===== config.mk =====
export PLATFORM = sky130hd
export DESIGN_NAME = mpeg_audio_header_parser
export DESIGN_NICKNAME = d
export VERILOG_FILES = /design/src/sv/mahp_pkg.sv /design/src/sv/mahp_fifo.sv /design/src/sv/mahp_front.sv /design/src/sv/mahp_div.sv /design/src/sv/mahp_back.sv /design/src/sv/mpeg_audio_header_parser.sv
export SDC_FILE = /design/constraint.sdc
export NUM_CORES = 1
export LEC_CHECK = 0
export ABC_AREA = 1
export CAP_MARGIN = 20
export CORE_MARGIN = 1.5
export CORE_UTILIZATION = 40
export DETAILED_ROUTE_END_ITERATION = 8
export DONT_BUFFER_PORTS = 1
export GPL_ROUTABILITY_DRIVEN = 0
export HOLD_SLACK_MARGIN = 0.12
export PLACE_DENSITY = 0.54
export SYNTH_ARGS = -nofsm -noshare
export SYNTH_HDL_FRONTEND = slang
export SYNTH_SLANG_ARGS = --single-unit

===== constraint.sdc =====
create_clock -name aclk -period 10.8 [get_ports aclk]
set_clock_uncertainty 0.15 [all_clocks]
set_input_delay 1.08 -clock aclk [delete_from_list [all_inputs] [get_ports aclk]]
set_output_delay 1.08 -clock aclk [all_outputs]
set_load 0.005 [all_outputs]

===== src/sv/mahp_pkg.sv =====
// shared types, constants and lookup tables for the mpeg audio header parser
// no dependencies; used by every module of the block but the checker
`default_nettype none
package mahp_pkg;

    localparam logic [7:0] SYNC_BYTE   = 8'hFF;
    localparam logic [7:0] SYNC_MASK1  = 8'hE0;
    localparam logic [7:0] MATCH_MASK3 = 8'hC3;
    localparam logic [3:0] BRI_BAD     = 4'hF;
    localparam logic [1:0] SR_BAD      = 2'd3;
    localparam logic [1:0] VER_CODE_BAD   = 2'd1;
    localparam logic [1:0] LAYER_CODE_BAD = 2'd0;
    localparam logic [1:0] MODE_MONO   = 2'd3;

    localparam logic [1:0] VER_MPEG1  = 2'd0;
    localparam logic [1:0] VER_MPEG2  = 2'd1;
    localparam logic [1:0] VER_MPEG25 = 2'd2;

    localparam logic [1:0] LAYER_1 = 2'd1;
    localparam logic [1:0] LAYER_2 = 2'd2;
    localparam logic [1:0] LAYER_3 = 2'd3;

    localparam logic [10:0] SPF_384  = 11'd384;
    localparam logic [10:0] SPF_576  = 11'd576;
    localparam logic [10:0] SPF_1152 = 11'd1152;

    localparam logic [5:0] SIDE_9  = 6'd9;
    localparam logic [5:0] SIDE_17 = 6'd17;
    localparam logic [5:0] SIDE_32 = 6'd32;

    localparam logic [15:0] RATE_RESET = 16'd44100;
    localparam logic [6:0]  KBPS_SCALE = 7'd125;
    localparam logic [10:0] LEN_MAX    = 11'd2047;
    localparam logic [8:0]  AVG_DEN_MAX = 9'd511;

    localparam int unsigned DIV_NUM_W = 26;
    localparam int unsigned DIV_DEN_W = 16;
    localparam int unsigned OUT_W     = 56;

    localparam logic [8:0] RATE_TAB [0:1][0:2][0:14] = '{
        '{
            '{9'd0, 9'd32, 9'd64, 9'd96, 9'd128, 9'd160, 9'd192, 9'd224,
              9'd256, 9'd288, 9'd320, 9'd352, 9'd384, 9'd416, 9'd448},
            '{9'd0, 9'd32, 9'd48, 9'd56, 9'd64, 9'd80, 9'd96, 9'd112,
              9'd128, 9'd160, 9'd192, 9'd224, 9'd256, 9'd320, 9'd384},
            '{9'd0, 9'd32, 9'd40, 9'd48, 9'd56, 9'd64, 9'd80, 9'd96,
              9'd112, 9'd128, 9'd160, 9'd192, 9'd224, 9'd256, 9'd320}
        },
        '{
            '{9'd0, 9'd32, 9'd48, 9'd56, 9'd64, 9'd80, 9'd96, 9'd112,
              9'd128, 9'd144, 9'd160, 9'd176, 9'd192, 9'd224, 9'd256},
            '{9'd0, 9'd8, 9'd16, 9'd24, 9'd32, 9'd40, 9'd48, 9'd56,
              9'd64, 9'd80, 9'd96, 9'd112, 9'd128, 9'd144, 9'd160},
            '{9'd0, 9'd8, 9'd16, 9'd24, 9'd32, 9'd40, 9'd48, 9'd56,
              9'd64, 9'd80, 9'd96, 9'd112, 9'd128, 9'd144, 9'd160}
        }
    };

    localparam logic [15:0] FREQ_TAB [0:8] = '{
        16'd44100, 16'd48000, 16'd32000, 16'd22050, 16'd24000,
        16'd16000, 16'd11025, 16'd12000, 16'd8000
    };

    // one classified header as it travels from front to back
    typedef struct packed {
        logic [31:0] word;
        logic        start;
        logic        ok;
        logic [1:0]  version;
        logic [1:0]  layer;
        logic [15:0] rate;
        logic [10:0] spf;
        logic [5:0]  side;
    } hdr_entry_t;

    typedef struct packed {
        logic                 start;
        logic [DIV_NUM_W-1:0] num;
        logic [DIV_DEN_W-1:0] den;
    } div_req_t;

    typedef struct packed {
        logic                 done;
        logic [DIV_NUM_W-1:0] quot;
    } div_rsp_t;

    function automatic logic [8:0] kbps_lookup(input logic [1:0] version,
                                               input logic [1:0] layer,
                                               input logic [3:0] bri);
        logic       ti;
        logic [1:0] li;
        logic [3:0] bi;
        ti = (version != VER_MPEG1);
        li = (layer == LAYER_1) ? 2'd0 : (layer == LAYER_2) ? 2'd1 :
             (layer == LAYER_3) ? 2'd2 : 2'd0;
        bi = (bri == BRI_BAD) ? 4'd14 : bri;
        return RATE_TAB[ti][li][bi];
    endfunction

endpackage
`default_nettype wire


===== src/sv/mahp_fifo.sv =====
// two-entry queue of classified headers between front and back
// depends on mahp_pkg for the entry type
`default_nettype none
module mahp_fifo (
    input  wire logic                aclk,
    input  wire logic                aresetn,
    input  wire logic                push,
    input  wire mahp_pkg::hdr_entry_t push_data,
    input  wire logic                pop,
    output      mahp_pkg::hdr_entry_t pop_data,
    output      logic                full,
    output      logic                empty
);
    localparam int unsigned DEPTH = 2;
    localparam int unsigned PTR_W = $clog2(DEPTH);

    mahp_pkg::hdr_entry_t mem [DEPTH];
    logic [PTR_W-1:0] wr_ptr_reg, rd_ptr_reg;
    logic [PTR_W:0]   count_reg;

    assign full     = (count_reg == (PTR_W+1)'(DEPTH));
    assign empty    = (count_reg == '0);
    assign pop_data = mem[rd_ptr_reg];

    always_ff @(posedge aclk) begin
        if (push) begin
            mem[wr_ptr_reg] <= push_data;
        end
    end

    always_ff @(posedge aclk) begin
        if (!aresetn) begin
            wr_ptr_reg <= '0;
            rd_ptr_reg <= '0;
            count_reg  <= '0;
        end else begin
            if (push) wr_ptr_reg <= wr_ptr_reg + 1'b1;
            if (pop)  rd_ptr_reg <= rd_ptr_reg + 1'b1;
            if (push && !pop) begin
                count_reg <= count_reg + 1'b1;
            end else if (pop && !push) begin
                count_reg <= count_reg - 1'b1;
            end
        end
    end
endmodule
`default_nettype wire


===== src/sv/mahp_front.sv =====
// front end: takes header beats, checks them against the open stream and
// latches stream properties; depends on mahp_pkg
`default_nettype none
module mahp_front (
    input  wire logic                aclk,
    input  wire logic                aresetn,
    input  wire logic                in_valid,
    input  wire logic [31:0]         in_word,
    input  wire logic                in_start,
    input  wire logic                q_full,
    output      logic                in_ready,
    output      logic                q_push,
    output      mahp_pkg::hdr_entry_t q_data
);
    logic        open_reg;
    logic [31:0] ref_reg;
    logic [1:0]  ver_reg, layer_reg;
    logic [15:0] rate_reg;
    logic [10:0] spf_reg;
    logic [5:0]  side_reg;

    logic [7:0]  b0, b1, b2, b3;
    logic        start_ok, later_ok, take_start;
    logic [1:0]  ver_next, layer_next;
    logic [15:0] rate_next;
    logic [10:0] spf_next;
    logic [5:0]  side_next;
    logic [3:0]  freq_idx;
    logic        mono;

    assign b0 = in_word[31:24];
    assign b1 = in_word[23:16];
    assign b2 = in_word[15:8];
    assign b3 = in_word[7:0];

    assign in_ready = !q_full;
    assign q_push   = in_valid && in_ready;

    always_comb begin
        start_ok = (b0 == mahp_pkg::SYNC_BYTE)
                && ((b1 & mahp_pkg::SYNC_MASK1) == mahp_pkg::SYNC_MASK1)
                && (b1[4:3] != mahp_pkg::VER_CODE_BAD)
                && (b1[2:1] != mahp_pkg::LAYER_CODE_BAD)
                && (b2[7:4] != mahp_pkg::BRI_BAD)
                && (b2[3:2] != mahp_pkg::SR_BAD);
        later_ok = open_reg && (b0 == mahp_pkg::SYNC_BYTE)
                && (b1 == ref_reg[23:16])
                && (b2[3:2] == ref_reg[11:10])
                && ((b3 & mahp_pkg::MATCH_MASK3) == (ref_reg[7:0] & mahp_pkg::MATCH_MASK3))
                && (b2[7:4] != mahp_pkg::BRI_BAD);

        unique case (b1[4:3])
            2'd3:    ver_next = mahp_pkg::VER_MPEG1;
            2'd2:    ver_next = mahp_pkg::VER_MPEG2;
            default: ver_next = mahp_pkg::VER_MPEG25;
        endcase
        freq_idx = 4'(b2[3:2]) + ((ver_next == mahp_pkg::VER_MPEG1) ? 4'd0 :
                   (ver_next == mahp_pkg::VER_MPEG2) ? 4'd3 : 4'd6);
        // sample-rate code 3 is rejected, so the index stays below nine
        rate_next = (freq_idx > 4'd8) ? mahp_pkg::RATE_RESET : mahp_pkg::FREQ_TAB[freq_idx];

        unique case (b1[2:1])
            2'd3: begin
                layer_next = mahp_pkg::LAYER_1;
                spf_next   = mahp_pkg::SPF_384;
            end
            2'd2: begin
                layer_next = mahp_pkg::LAYER_2;
                spf_next   = mahp_pkg::SPF_1152;
            end
            default: begin
                layer_next = mahp_pkg::LAYER_3;
                spf_next   = (ver_next == mahp_pkg::VER_MPEG1) ? mahp_pkg::SPF_1152
                                                               : mahp_pkg::SPF_576;
            end
        endcase

        mono = (b3[7:6] == mahp_pkg::MODE_MONO);
        if (ver_next == mahp_pkg::VER_MPEG1) begin
            side_next = mono ? mahp_pkg::SIDE_17 : mahp_pkg::SIDE_32;
        end else begin
            side_next = mono ? mahp_pkg::SIDE_9 : mahp_pkg::SIDE_17;
        end

        take_start = in_start && start_ok;

        q_data.word  = in_word;
        q_data.start = in_start;
        q_data.ok    = in_start ? start_ok : later_ok;
        if (take_start) begin
            q_data.version = ver_next;
            q_data.layer   = layer_next;
            q_data.rate    = rate_next;
            q_data.spf     = spf_next;
            q_data.side    = side_next;
        end else begin
            q_data.version = ver_reg;
            q_data.layer   = layer_reg;
            q_data.rate    = rate_reg;
            q_data.spf     = spf_reg;
            q_data.side    = side_reg;
        end
    end

    always_ff @(posedge aclk) begin
        if (!aresetn) begin
            open_reg  <= 1'b0;
            ref_reg   <= '0;
            ver_reg   <= mahp_pkg::VER_MPEG1;
            layer_reg <= mahp_pkg::LAYER_1;
            rate_reg  <= mahp_pkg::RATE_RESET;
            spf_reg   <= mahp_pkg::SPF_1152;
            side_reg  <= mahp_pkg::SIDE_32;
        end else if (q_push && take_start) begin
            open_reg  <= 1'b1;
            ref_reg   <= in_word;
            ver_reg   <= ver_next;
            layer_reg <= layer_next;
            rate_reg  <= rate_next;
            spf_reg   <= spf_next;
            side_reg  <= side_next;
        end
    end
endmodule
`default_nettype wire


===== src/sv/mahp_div.sv =====
// radix-2 restoring divider, one quotient bit per cycle
// depends on mahp_pkg for widths and request/response structs
`default_nettype none
module mahp_div (
    input  wire logic              aclk,
    input  wire logic              aresetn,
    input  wire mahp_pkg::div_req_t req,
    output      mahp_pkg::div_rsp_t rsp
);
    localparam int unsigned NW = mahp_pkg::DIV_NUM_W;
    localparam int unsigned DW = mahp_pkg::DIV_DEN_W;
    localparam int unsigned CW = $clog2(NW + 1);

    logic          busy_reg, done_reg;
    logic [CW-1:0] cnt_reg;
    logic [NW-1:0] num_reg;
    logic [DW:0]   rem_reg;
    logic [DW-1:0] den_reg;
    logic [DW:0]   rem_sh, rem_sub;
    logic          q_bit;

    always_comb begin
        rem_sh  = {rem_reg[DW-1:0], num_reg[NW-1]};
        q_bit   = (rem_sh >= {1'b0, den_reg});
        rem_sub = q_bit ? (rem_sh - {1'b0, den_reg}) : rem_sh;
    end

    assign rsp.done = done_reg;
    assign rsp.quot = num_reg;

    always_ff @(posedge aclk) begin
        if (req.start) begin
            num_reg <= req.num;
            den_reg <= req.den;
            rem_reg <= '0;
        end else if (busy_reg) begin
            num_reg <= {num_reg[NW-2:0], q_bit};
            rem_reg <= rem_sub;
        end
    end

    always_ff @(posedge aclk) begin
        if (!aresetn) begin
            busy_reg <= 1'b0;
            done_reg <= 1'b0;
            cnt_reg  <= '0;
        end else begin
            done_reg <= 1'b0;
            if (req.start) begin
                busy_reg <= 1'b1;
                cnt_reg  <= CW'(NW);
            end else if (busy_reg) begin
                cnt_reg <= cnt_reg - 1'b1;
                if (cnt_reg == CW'(1)) begin
                    busy_reg <= 1'b0;
                    done_reg <= 1'b1;
                end
            end
        end
    end
endmodule
`default_nettype wire


===== src/sv/mahp_back.sv =====
// back end: bitrate lookup, frame and payload length, rate statistics and
// the output register; depends on mahp_pkg and mahp_div
`default_nettype none
module mahp_back #(
    parameter int unsigned COUNT_WIDTH = 32
) (
    input  wire logic                          aclk,
    input  wire logic                          aresetn,
    input  wire logic                          q_empty,
    input  wire mahp_pkg::hdr_entry_t          q_data,
    output      logic                          q_pop,
    output      logic                          out_valid,
    input  wire logic                          out_ready,
    output      logic [mahp_pkg::OUT_W-1:0]    out_data
);
    typedef enum logic [5:0] {
        ST_IDLE = 6'b000001,
        ST_MUL1 = 6'b000010,
        ST_MUL2 = 6'b000100,
        ST_DIVF = 6'b001000,
        ST_DIVA = 6'b010000,
        ST_FIN  = 6'b100000
    } back_state_t;

    localparam int unsigned NW = mahp_pkg::DIV_NUM_W;
    localparam int unsigned DW = mahp_pkg::DIV_DEN_W;
    localparam int unsigned XW = COUNT_WIDTH + 9;

    back_state_t          state_reg, state_next;
    mahp_pkg::hdr_entry_t ent_reg;
    logic [8:0]           kb_reg;
    logic [NW-1:0]        prod_reg;
    logic [12:0]          lenq_reg;
    logic [8:0]           avq_reg;
    logic                 go_reg;
    logic                 rc_reg;
    logic [8:0]           avg_reg;
    logic [COUNT_WIDTH-1:0] cnt_reg;
    logic                 out_valid_reg;
    logic [mahp_pkg::OUT_W-1:0] out_data_reg;

    mahp_pkg::div_req_t   dreq;
    mahp_pkg::div_rsp_t   drsp;

    logic [8:0]           diff;
    logic [XW-1:0]        cnt_ext;
    logic [DW-1:0]        avg_den;
    logic                 out_free;
    logic [13:0]          len_raw;
    logic [10:0]          fb, db, sub;
    logic                 avg_update;
    logic [8:0]           avg_new;
    logic                 rc_new;
    logic [COUNT_WIDTH-1:0] cnt_new;

    mahp_div u_div (
        .aclk    (aclk),
        .aresetn (aresetn),
        .req     (dreq),
        .rsp     (drsp)
    );

    assign out_valid = out_valid_reg;
    assign out_data  = out_data_reg;
    assign out_free  = !out_valid_reg || out_ready;
    assign q_pop     = (state_reg == ST_IDLE) && !q_empty;

    always_comb begin
        diff    = (kb_reg >= avg_reg) ? (kb_reg - avg_reg) : (avg_reg - kb_reg);
        cnt_ext = XW'(cnt_reg);
        // a difference below 511 (table entries stop at 448) over any count of 511 or more is zero either way
        if (cnt_ext == '0) begin
            avg_den = DW'(1);
        end else if (cnt_ext >= XW'(mahp_pkg::AVG_DEN_MAX)) begin
            avg_den = DW'(mahp_pkg::AVG_DEN_MAX);
        end else begin
            avg_den = DW'(cnt_ext[8:0]);
        end

        dreq.start = go_reg;
        if (state_reg == ST_DIVA) begin
            dreq.num = NW'(diff);
            dreq.den = avg_den;
        end else begin
            dreq.num = prod_reg;
            dreq.den = ent_reg.rate;
        end
    end

    always_comb begin
        len_raw = 14'(lenq_reg);
        if (ent_reg.word[9]) begin
            len_raw = len_raw + ((ent_reg.layer == mahp_pkg::LAYER_1) ? 14'd4 : 14'd1);
        end
        fb  = (len_raw > 14'(mahp_pkg::LEN_MAX)) ? mahp_pkg::LEN_MAX : len_raw[10:0];
        sub = 11'd4 + ((ent_reg.layer == mahp_pkg::LAYER_3) ? 11'(ent_reg.side) : 11'd0);
        db  = (fb > sub) ? (fb - sub) : 11'd0;

        avg_update = !ent_reg.start && !rc_reg;
        if (ent_reg.start) begin
            avg_new = kb_reg;
            rc_new  = 1'b1;
            cnt_new = COUNT_WIDTH'(1);
        end else begin
            avg_new = avg_reg;
            rc_new  = rc_reg;
            if (avg_update) begin
                avg_new = (kb_reg >= avg_reg) ? (avg_reg + avq_reg) : (avg_reg - avq_reg);
            end else if (avg_reg != kb_reg) begin
                rc_new = 1'b0;
            end
            cnt_new = (cnt_reg == '1) ? cnt_reg : (cnt_reg + 1'b1);
        end
    end

    always_comb begin
        state_next = state_reg;
        unique case (state_reg)
            ST_IDLE: if (!q_empty) state_next = q_data.ok ? ST_MUL1 : ST_FIN;
            ST_MUL1: state_next = ST_MUL2;
            ST_MUL2: state_next = ST_DIVF;
            ST_DIVF: if (drsp.done) state_next = avg_update ? ST_DIVA : ST_FIN;
            ST_DIVA: if (drsp.done) state_next = ST_FIN;
            ST_FIN:  if (out_free) state_next = ST_IDLE;
            default: state_next = ST_IDLE;
        endcase
    end

    always_ff @(posedge aclk) begin
        if (q_pop) begin
            ent_reg <= q_data;
            kb_reg  <= mahp_pkg::kbps_lookup(q_data.version, q_data.layer,
                                             q_data.word[15:12]);
        end
        if (state_reg == ST_MUL1) begin
            prod_reg <= NW'(16'(kb_reg) * 16'(mahp_pkg::KBPS_SCALE));
        end
        if (state_reg == ST_MUL2) begin
            prod_reg <= NW'(prod_reg[15:0]) * NW'(ent_reg.spf);
        end
        if (state_reg == ST_DIVF && drsp.done) begin
            lenq_reg <= drsp.quot[12:0];
        end
        if (state_reg == ST_DIVA && drsp.done) begin
            avq_reg <= drsp.quot[8:0];
        end
        if (state_reg == ST_FIN && out_free) begin
            if (ent_reg.ok) begin
                out_data_reg <= {avg_new, rc_new, ent_reg.word[7:6], !ent_reg.word[16],
                                 ent_reg.word[9], ent_reg.side, db, fb, kb_reg,
                                 ent_reg.layer, ent_reg.version, 1'b1};
            end else begin
                out_data_reg <= '0;
            end
        end
    end

    always_ff @(posedge aclk) begin
        if (!aresetn) begin
            state_reg     <= ST_IDLE;
            go_reg        <= 1'b0;
            out_valid_reg <= 1'b0;
            rc_reg        <= 1'b1;
            avg_reg       <= '0;
            cnt_reg       <= '0;
        end else begin
            state_reg <= state_next;
            go_reg    <= (state_reg == ST_MUL2) ||
                         (state_reg == ST_DIVF && drsp.done && avg_update);
            if (state_reg == ST_FIN && out_free) begin
                out_valid_reg <= 1'b1;
                if (ent_reg.ok) begin
                    rc_reg  <= rc_new;
                    avg_reg <= avg_new;
                    cnt_reg <= cnt_new;
                end
            end else if (out_ready) begin
                out_valid_reg <= 1'b0;
            end
        end
    end
endmodule
`default_nettype wire


===== src/sv/mpeg_audio_header_parser.sv =====
// channel   dir  tdata fields (lsb first)                               tuser
// s_        in   header_word[31:0]                                       start_stream
// m_        out  valid_res, mpeg_version, layer_number, kbps, frame_bytes,
//                data_bytes, side_info_bytes, padded, crc_present,
//                channel_mode, constant_rate, average_kbps (56 bits)     -
// an accepted header passes ST_MUL1, ST_MUL2 and ST_DIVF in the back end, one whose
// bitrate average moves also ST_DIVA; a rejected header goes straight to ST_FIN. the
// shared radix-2 divider (one quotient bit per cycle) sets the pace of both divisions.
// the front classifies one beat a cycle into a two-entry queue and stalls only
// when the queue is full; on m_ stall the back end runs on as far as ST_FIN.
// reset is synchronous and active low; no clearing pass is needed.
// top level: mahp_front, mahp_fifo, mahp_back; depends on mahp_pkg
`default_nettype none
module mpeg_audio_header_parser #(
    parameter int unsigned COUNT_WIDTH = 32
) (
    input  wire logic        aclk,
    input  wire logic        aresetn,
    input  wire logic        s_tvalid,
    output      logic        s_tready,
    input  wire logic [31:0] s_tdata,   // header_word
    input  wire logic        s_tuser,   // start_stream
    output      logic        m_tvalid,
    input  wire logic        m_tready,
    output      logic [55:0] m_tdata    // valid_res .. average_kbps, see table above
);
    logic                 q_push, q_pop, q_full, q_empty;
    mahp_pkg::hdr_entry_t q_in, q_out;

    mahp_front u_front (
        .aclk      (aclk),
        .aresetn   (aresetn),
        .in_valid  (s_tvalid),
        .in_word   (s_tdata),
        .in_start  (s_tuser),
        .q_full    (q_full),
        .in_ready  (s_tready),
        .q_push    (q_push),
        .q_data    (q_in)
    );

    mahp_fifo u_fifo (
        .aclk      (aclk),
        .aresetn   (aresetn),
        .push      (q_push),
        .push_data (q_in),
        .pop       (q_pop),
        .pop_data  (q_out),
        .full      (q_full),
        .empty     (q_empty)
    );

    mahp_back #(
        .COUNT_WIDTH (COUNT_WIDTH)
    ) u_back (
        .aclk      (aclk),
        .aresetn   (aresetn),
        .q_empty   (q_empty),
        .q_data    (q_out),
        .q_pop     (q_pop),
        .out_valid (m_tvalid),
        .out_ready (m_tready),
        .out_data  (m_tdata)
    );
endmodule
`default_nettype wire


; ---- Word-level counts from Yosys, hierarchy flattened
; Memory sizes are Yosys's and may differ from the RTL's. A register that Yosys moved wholly into a read port is not among the register bits.
; Cells that the tools add are included.
[word_totals]
reg_bits = 350
ram_bits = 142
mem_bits_ro = 256
input_bits = 37
mem_count = 2
[memory_table]
columns = memory, depth, width, rd, rd_clocked_by_memory_dff, wr, line
row1 = (name not given), 16, 16, 1, 0, 0, mahp_front.sv:60  ; rate_next = (freq_idx > 4'd8) ? mahp_pkg::RATE_RESET : mahp_pkg::FREQ_TAB[freq_idx];
row2 = u_fifo.mem, 2, 71, 1, 1, 1, mahp_fifo.sv:17  ; mahp_pkg::hdr_entry_t mem [DEPTH];
[classes]
n_addsub = 15
multipliers = 2
magnitude_cmp = 10
eq_ne = 35
n_mux = 70
n_bitwise = 6
n_reduce_logical = 46
[op_table]
columns = op, n
row1 = $mux 405, 2
row2 = $mux 385, 1
row3 = $bmux 135 s2, 1
row4 = $mux 135, 2
row5 = $mux 26, 4
row6 = $mux 16, 5
row7 = $mux 32, 2
row8 = $mux 9, 7
row9 = $mux 6, 9
row10 = $mux 42, 1
row11 = $mux 37, 1
row12 = $bmux 9 s4, 1
row13 = $pmux 6 s6, 1
row14 = $add 32x1->32 const B, 1
row15 = $eq 32x32->1 const B, 1
row16 = $ge 32x9->1 const B, 1
row17 = $logic_not 32->1, 1
row18 = $sub 9x9->9, 3
row19 = $mul 16x11->26, 1
row20 = $mux 11, 2
row21 = $pmux 11 s2, 1
row22 = $logic_and 1x1->1, 21
row23 = $eq 2x2->1 const B, 9
row24 = $ge 17x16->1, 1
row25 = 56 further kinds, 105

; ---- Logic depth before layout (Yosys ltp)
[depth]
ltp_word = 12
ltp_mapped = 27
ltp_nobuf = 25

; ---- By module
; From an unflattened synthesis, not the netlist that was laid out.
[unflattened]
cells_unflattened = 3484
area_unflattened_um2 = 30309.1
[by_module_without_submodules]
columns = mod, n_inst, cells_per_inst, area_each_um2, seq_area_each_um2
row1 = mahp_back, 1, 2232, 17853.4, 5505.3
row2 = mahp_fifo, 1, 256, 5705.5, 4364.2
row3 = mahp_div, 1, 491, 3743.6, 1721.7
row4 = mahp_front, 1, 505, 3006.6, 820.8

; ---- Worst setup path before layout
; Ideal clock, no wire load.
[synth_path]
path_kind = reg2reg
startpoint = register u_back.ent_reg[16] (netlist name)
endpoint = register u_back.prod_reg[21], data pin
setup_time_ns = 0.146
arrival_time_ns = 4.268
slack_ns = 6.236
stages_incl_launch_ff = 19
cell_sequence = edfxtp_1 > clkbuf_1 > nand2_1 > fa_1 > inv_1 > fa_1 > fa_1 > ha_1 > ha_1 > ha_1 > a21oi_1 > o21ai_0 > a21oi_1 > nor2_1 > o21ai_0 > nand2_1 > a21boi_0 > o21ai_0 > a21oi_1
[synth_between]
elab_chain_cells = 2
[synth_lines]
columns = item, line
row1 = from (decl), mahp_back.sv:30  ; mahp_pkg::hdr_entry_t ent_reg;
row2 = from (signal assigned), mahp_back.sv:131  ; ent_reg <= q_data;
row3 = $mul 16x11->26, mahp_back.sv:139  ; prod_reg <= NW'(prod_reg[15:0]) * NW'(ent_reg.spf);
row4 = $mux 26, mahp_back.sv:138  ; if (state_reg == ST_MUL2) begin
row5 = to (signal assigned), mahp_back.sv:136  ; prod_reg <= NW'(16'(kb_reg) * 16'(mahp_pkg::KBPS_SCALE));
row6 = to (signal assigned), mahp_back.sv:139
row7 = to (decl), mahp_back.sv:32  ; logic [NW-1:0] prod_reg;
; Every way passes these cells.
; A chain may end at the register's enable or synchronous reset.

; ---- Worst setup path in the final report
; Same ends and word-level chain as after synthesis.

==> impl_results.md <==
- Final wirelength: 50300 um
- Initial antenna violation count: 0
- Worst-path clk slew: 60 ps
- Via count: 16.7k
- Starting Density: 0.405
- CTS Hold Buffers Added: 0
- Fin worst setup slack: 5710 ps
- Worst-Margin Slew: 994 ps
- N_diodes: 0
- Seq/Total Area, Yosys: 0.441
- Largest cells by area after synthesis: edfxtp_1 33%, dfxtp_1 11%, nand2_1 10%
- I/O Buffers: 0
- Antenna Nets Post-Route: 0
- RSZ-0062 raised after global routing: no
- Setup crit end kind: flop
- Fill cells: 5423
- Max FFs per register: 72
- Tmin final: 5090 ps
- TritonCTS Buffers: 44
- Clock tree buffer depth: 3
- Worst Min Path Start: u_front.side_reg[3]
- Max Fclk: 196 MHz
- WHS: 294 ps
- Chip Height: 239 um
- Total Power: 7.68 mW
- Critical-path cell list: nand2_1, fa_1, inv_1, fa_1, fa_1, ha_1, ha_1, ha_1, a21oi_1, o21ai_0, a21oi_1, nor2_1, o21ai_0, nand2_1, a21boi_0, o21ai_0, a21oi_1
- Worst Hold Class: flop to flop
- Yosys warnings: 0
- Number of synthesized flops with an enable pin: 248
- Path depth of the worst reg2reg path: 17
- Initial DRC count: 975
- Post-synth cell types: 67
- Worst skew pair latency: 590 ps
- Post-CTS resize count: 0
- Largest net degree at the start of global routing: 52
- Post-place setup slack: 5790 ps
- Post-DP HPWL: 36900 um
- DR vias/cell: 4.96
- DRC errors left: 0
- R2r startpoint: u_back.ent_reg[16]
- Mapped Cells: 2591
- Die Area: 57200 um^2
- Post-placement cell area: 23100 um^2
- Cell depth of the worst hold path: 2
- Core Rows: 86
- CP max stage delay: 700 ps
- CTS root buffer: clkbuf_16
- Leading area contributor after synthesis: edfxtp_1
- # setup viols final: 0
- Final-report hold violation count: 0
- Finished Cell Area: 24600 um^2
- CTS Sinks: 367
- Slowest CP cell: edfxtp_1
- Finished Layout Cells: 3375
- Gr usage total: 0.177
- Grt ovf: 0
- CP Data Arrival Time: 5350 ps
- WS Path Type: flop to flop
- CTS tree: done
- Reg2reg end: u_back.prod_reg[21]
- Wire length of the first global-routing pass: 82100 um
- Leakage power: 11.0 nW
- Setup TNS: 0 ps
- Die X: 239 um
- Pins Over Slew Limit: 0
- Max IR drop VDD: 0.262 mV
- I/O pin cnt: 95
- Synthesized flop and latch total: 367
- Max Fanout on Critical Path: 13
- Outcome: finished, final reports clean
- Synth Flop Type: edfxtp_1
- Post-CTS Setup Bufs: 0
- Crit path required time: 11060 ps
- Syn avg cell area: 8.61 um^2
- Wire per inst: 14.9 um
- Layout cell share with drive strength beyond 1: 0.0662
- Crit path launch type: flop
- Vias in the first global route: 16.2k
- Count of nets after finishing: 2850
- Power Density: 312 nW/um^2
- Final period util: 0.471
- Drt pass-1 iters: 5
- Area of the mapped netlist: 22300 um^2
- Asr flop ratio synth: 0
- H-tree Lvls: 2
- Core footprint: 55100 um^2
- Max Cap Viol: 0
- Share of the synthesized area in the top cell type: 0.334
- Max-slew headroom: 0.335
- Hold path endpoint: u_front.side_reg[3]
- Post-placement cell count: 3291
- Synthesis-to-finish area growth: 10.4%
- R2r setup slk: 5710 ps
- Final Util: 0.447
## where the power goes
group	leakage, nW	internal, mW	switching, mW
clock network	0.719	0.910	0.605
logic	7.14	1.54	2.62
registers	3.19	1.84	0.166
total	11.0	4.29	3.40
## layout make-up
type / instances / area [um^2] / share of cell area
Tap cell: 748 / 936 / 0.0380
Inverter: 410 / 1540 / 0.0627
Clock buffer: 59 / 1210 / 0.0490
Sequential cell: 367 / 9830 / 0.399
Clock inverter: 23 / 274 / 0.0111
Multi-Input combinational cell: 1748 / 10700 / 0.433
Timing Repair Buffer: 20 / 190 / 0.00772
## routing by layer
metal,share of wire,global-route usage,up-vias
li1,-,-,8537
met1,0.48,0.239,7784
met2,0.46,0.295,342
met3,0.042,0.0234,61
met4,0.023,0.0572,0
met5,0,0,-
## critical path: cells and delay by family (launching register included)
| kind | cells | cell delay (ps) |
|---|---|---|
| simple gates | 3 | 350 |
| fa+ha+maj | 6 | 2500 |
| flops | 1 | 700 |
| compound gates | 7 | 1140 |
| buf+inv | 1 | 60 |
## cells in the final DEF (no fill, tap or decap), types with 29 or more instances in the layout
master,netlist,layout
edfxtp_1,248,248
nor2_1,172,170
nand2_1,615,615
xor2_1,42,42
dfxtp_1,119,119
clkbuf_16,0,44
inv_1,396,395
ha_1,170,170
nand3_1,99,99
fa_1,52,52
nand4_1,29,29
o211ai_1,31,31
a21oi_1,154,153
o21ai_0,137,137
## how the worst max path moves through the flow
stage / from / endpoint / slack, ps
CTS: u_back.ent_reg[16] / u_back.prod_reg[21] / 5730
finish: u_back.ent_reg[16] / u_back.prod_reg[21] / 5710
global route: u_back.ent_reg[15] / u_back.prod_reg[21] / 5290
global placement: u_back.ent_reg[16] / u_back.prod_reg[21] / 5830
detailed placement: u_back.ent_reg[16] / u_back.prod_reg[21] / 5790
floorplan: u_back.ent_reg[16] / u_back.prod_reg[21] / 6240
## Yosys cell counts (9+ instances only)
master and number:
nor2_1 172, inv_2 11, a21oi_1 154, inv_1 396
buf_2 12, o21ai_0 137, buf_4 9, xnor2_1 17
fa_1 52, nand3_1 99, nor4_1 10, edfxtp_1 248
clkbuf_1 45, ha_1 170, dfxtp_1 119, o21ai_1 25
o211ai_1 31, xor2_1 42, nor3_1 26, nor2_2 26
nand2_2 10, nand2_1 615, a31oi_1 11, nand4_1 29
## logic make-up (layout without fill, tap and decap cells)
| family | after synthesis | count (layout) | synth area share |
|---|---|---|---|
| fa+ha+maj | 222 | 222 | 0.142 |
| xor+xnor | 59 | 59 | 0.0232 |
| compound gates | 425 | 425 | 0.109 |
| simple gates | 1029 | 1029 | 0.200 |
| other cells | 2 | 13 | 0.000337 |
| flops | 367 | 367 | 0.441 |
| buf+inv | 487 | 512 | 0.0851 |
(Power assumes the default switching activity.)
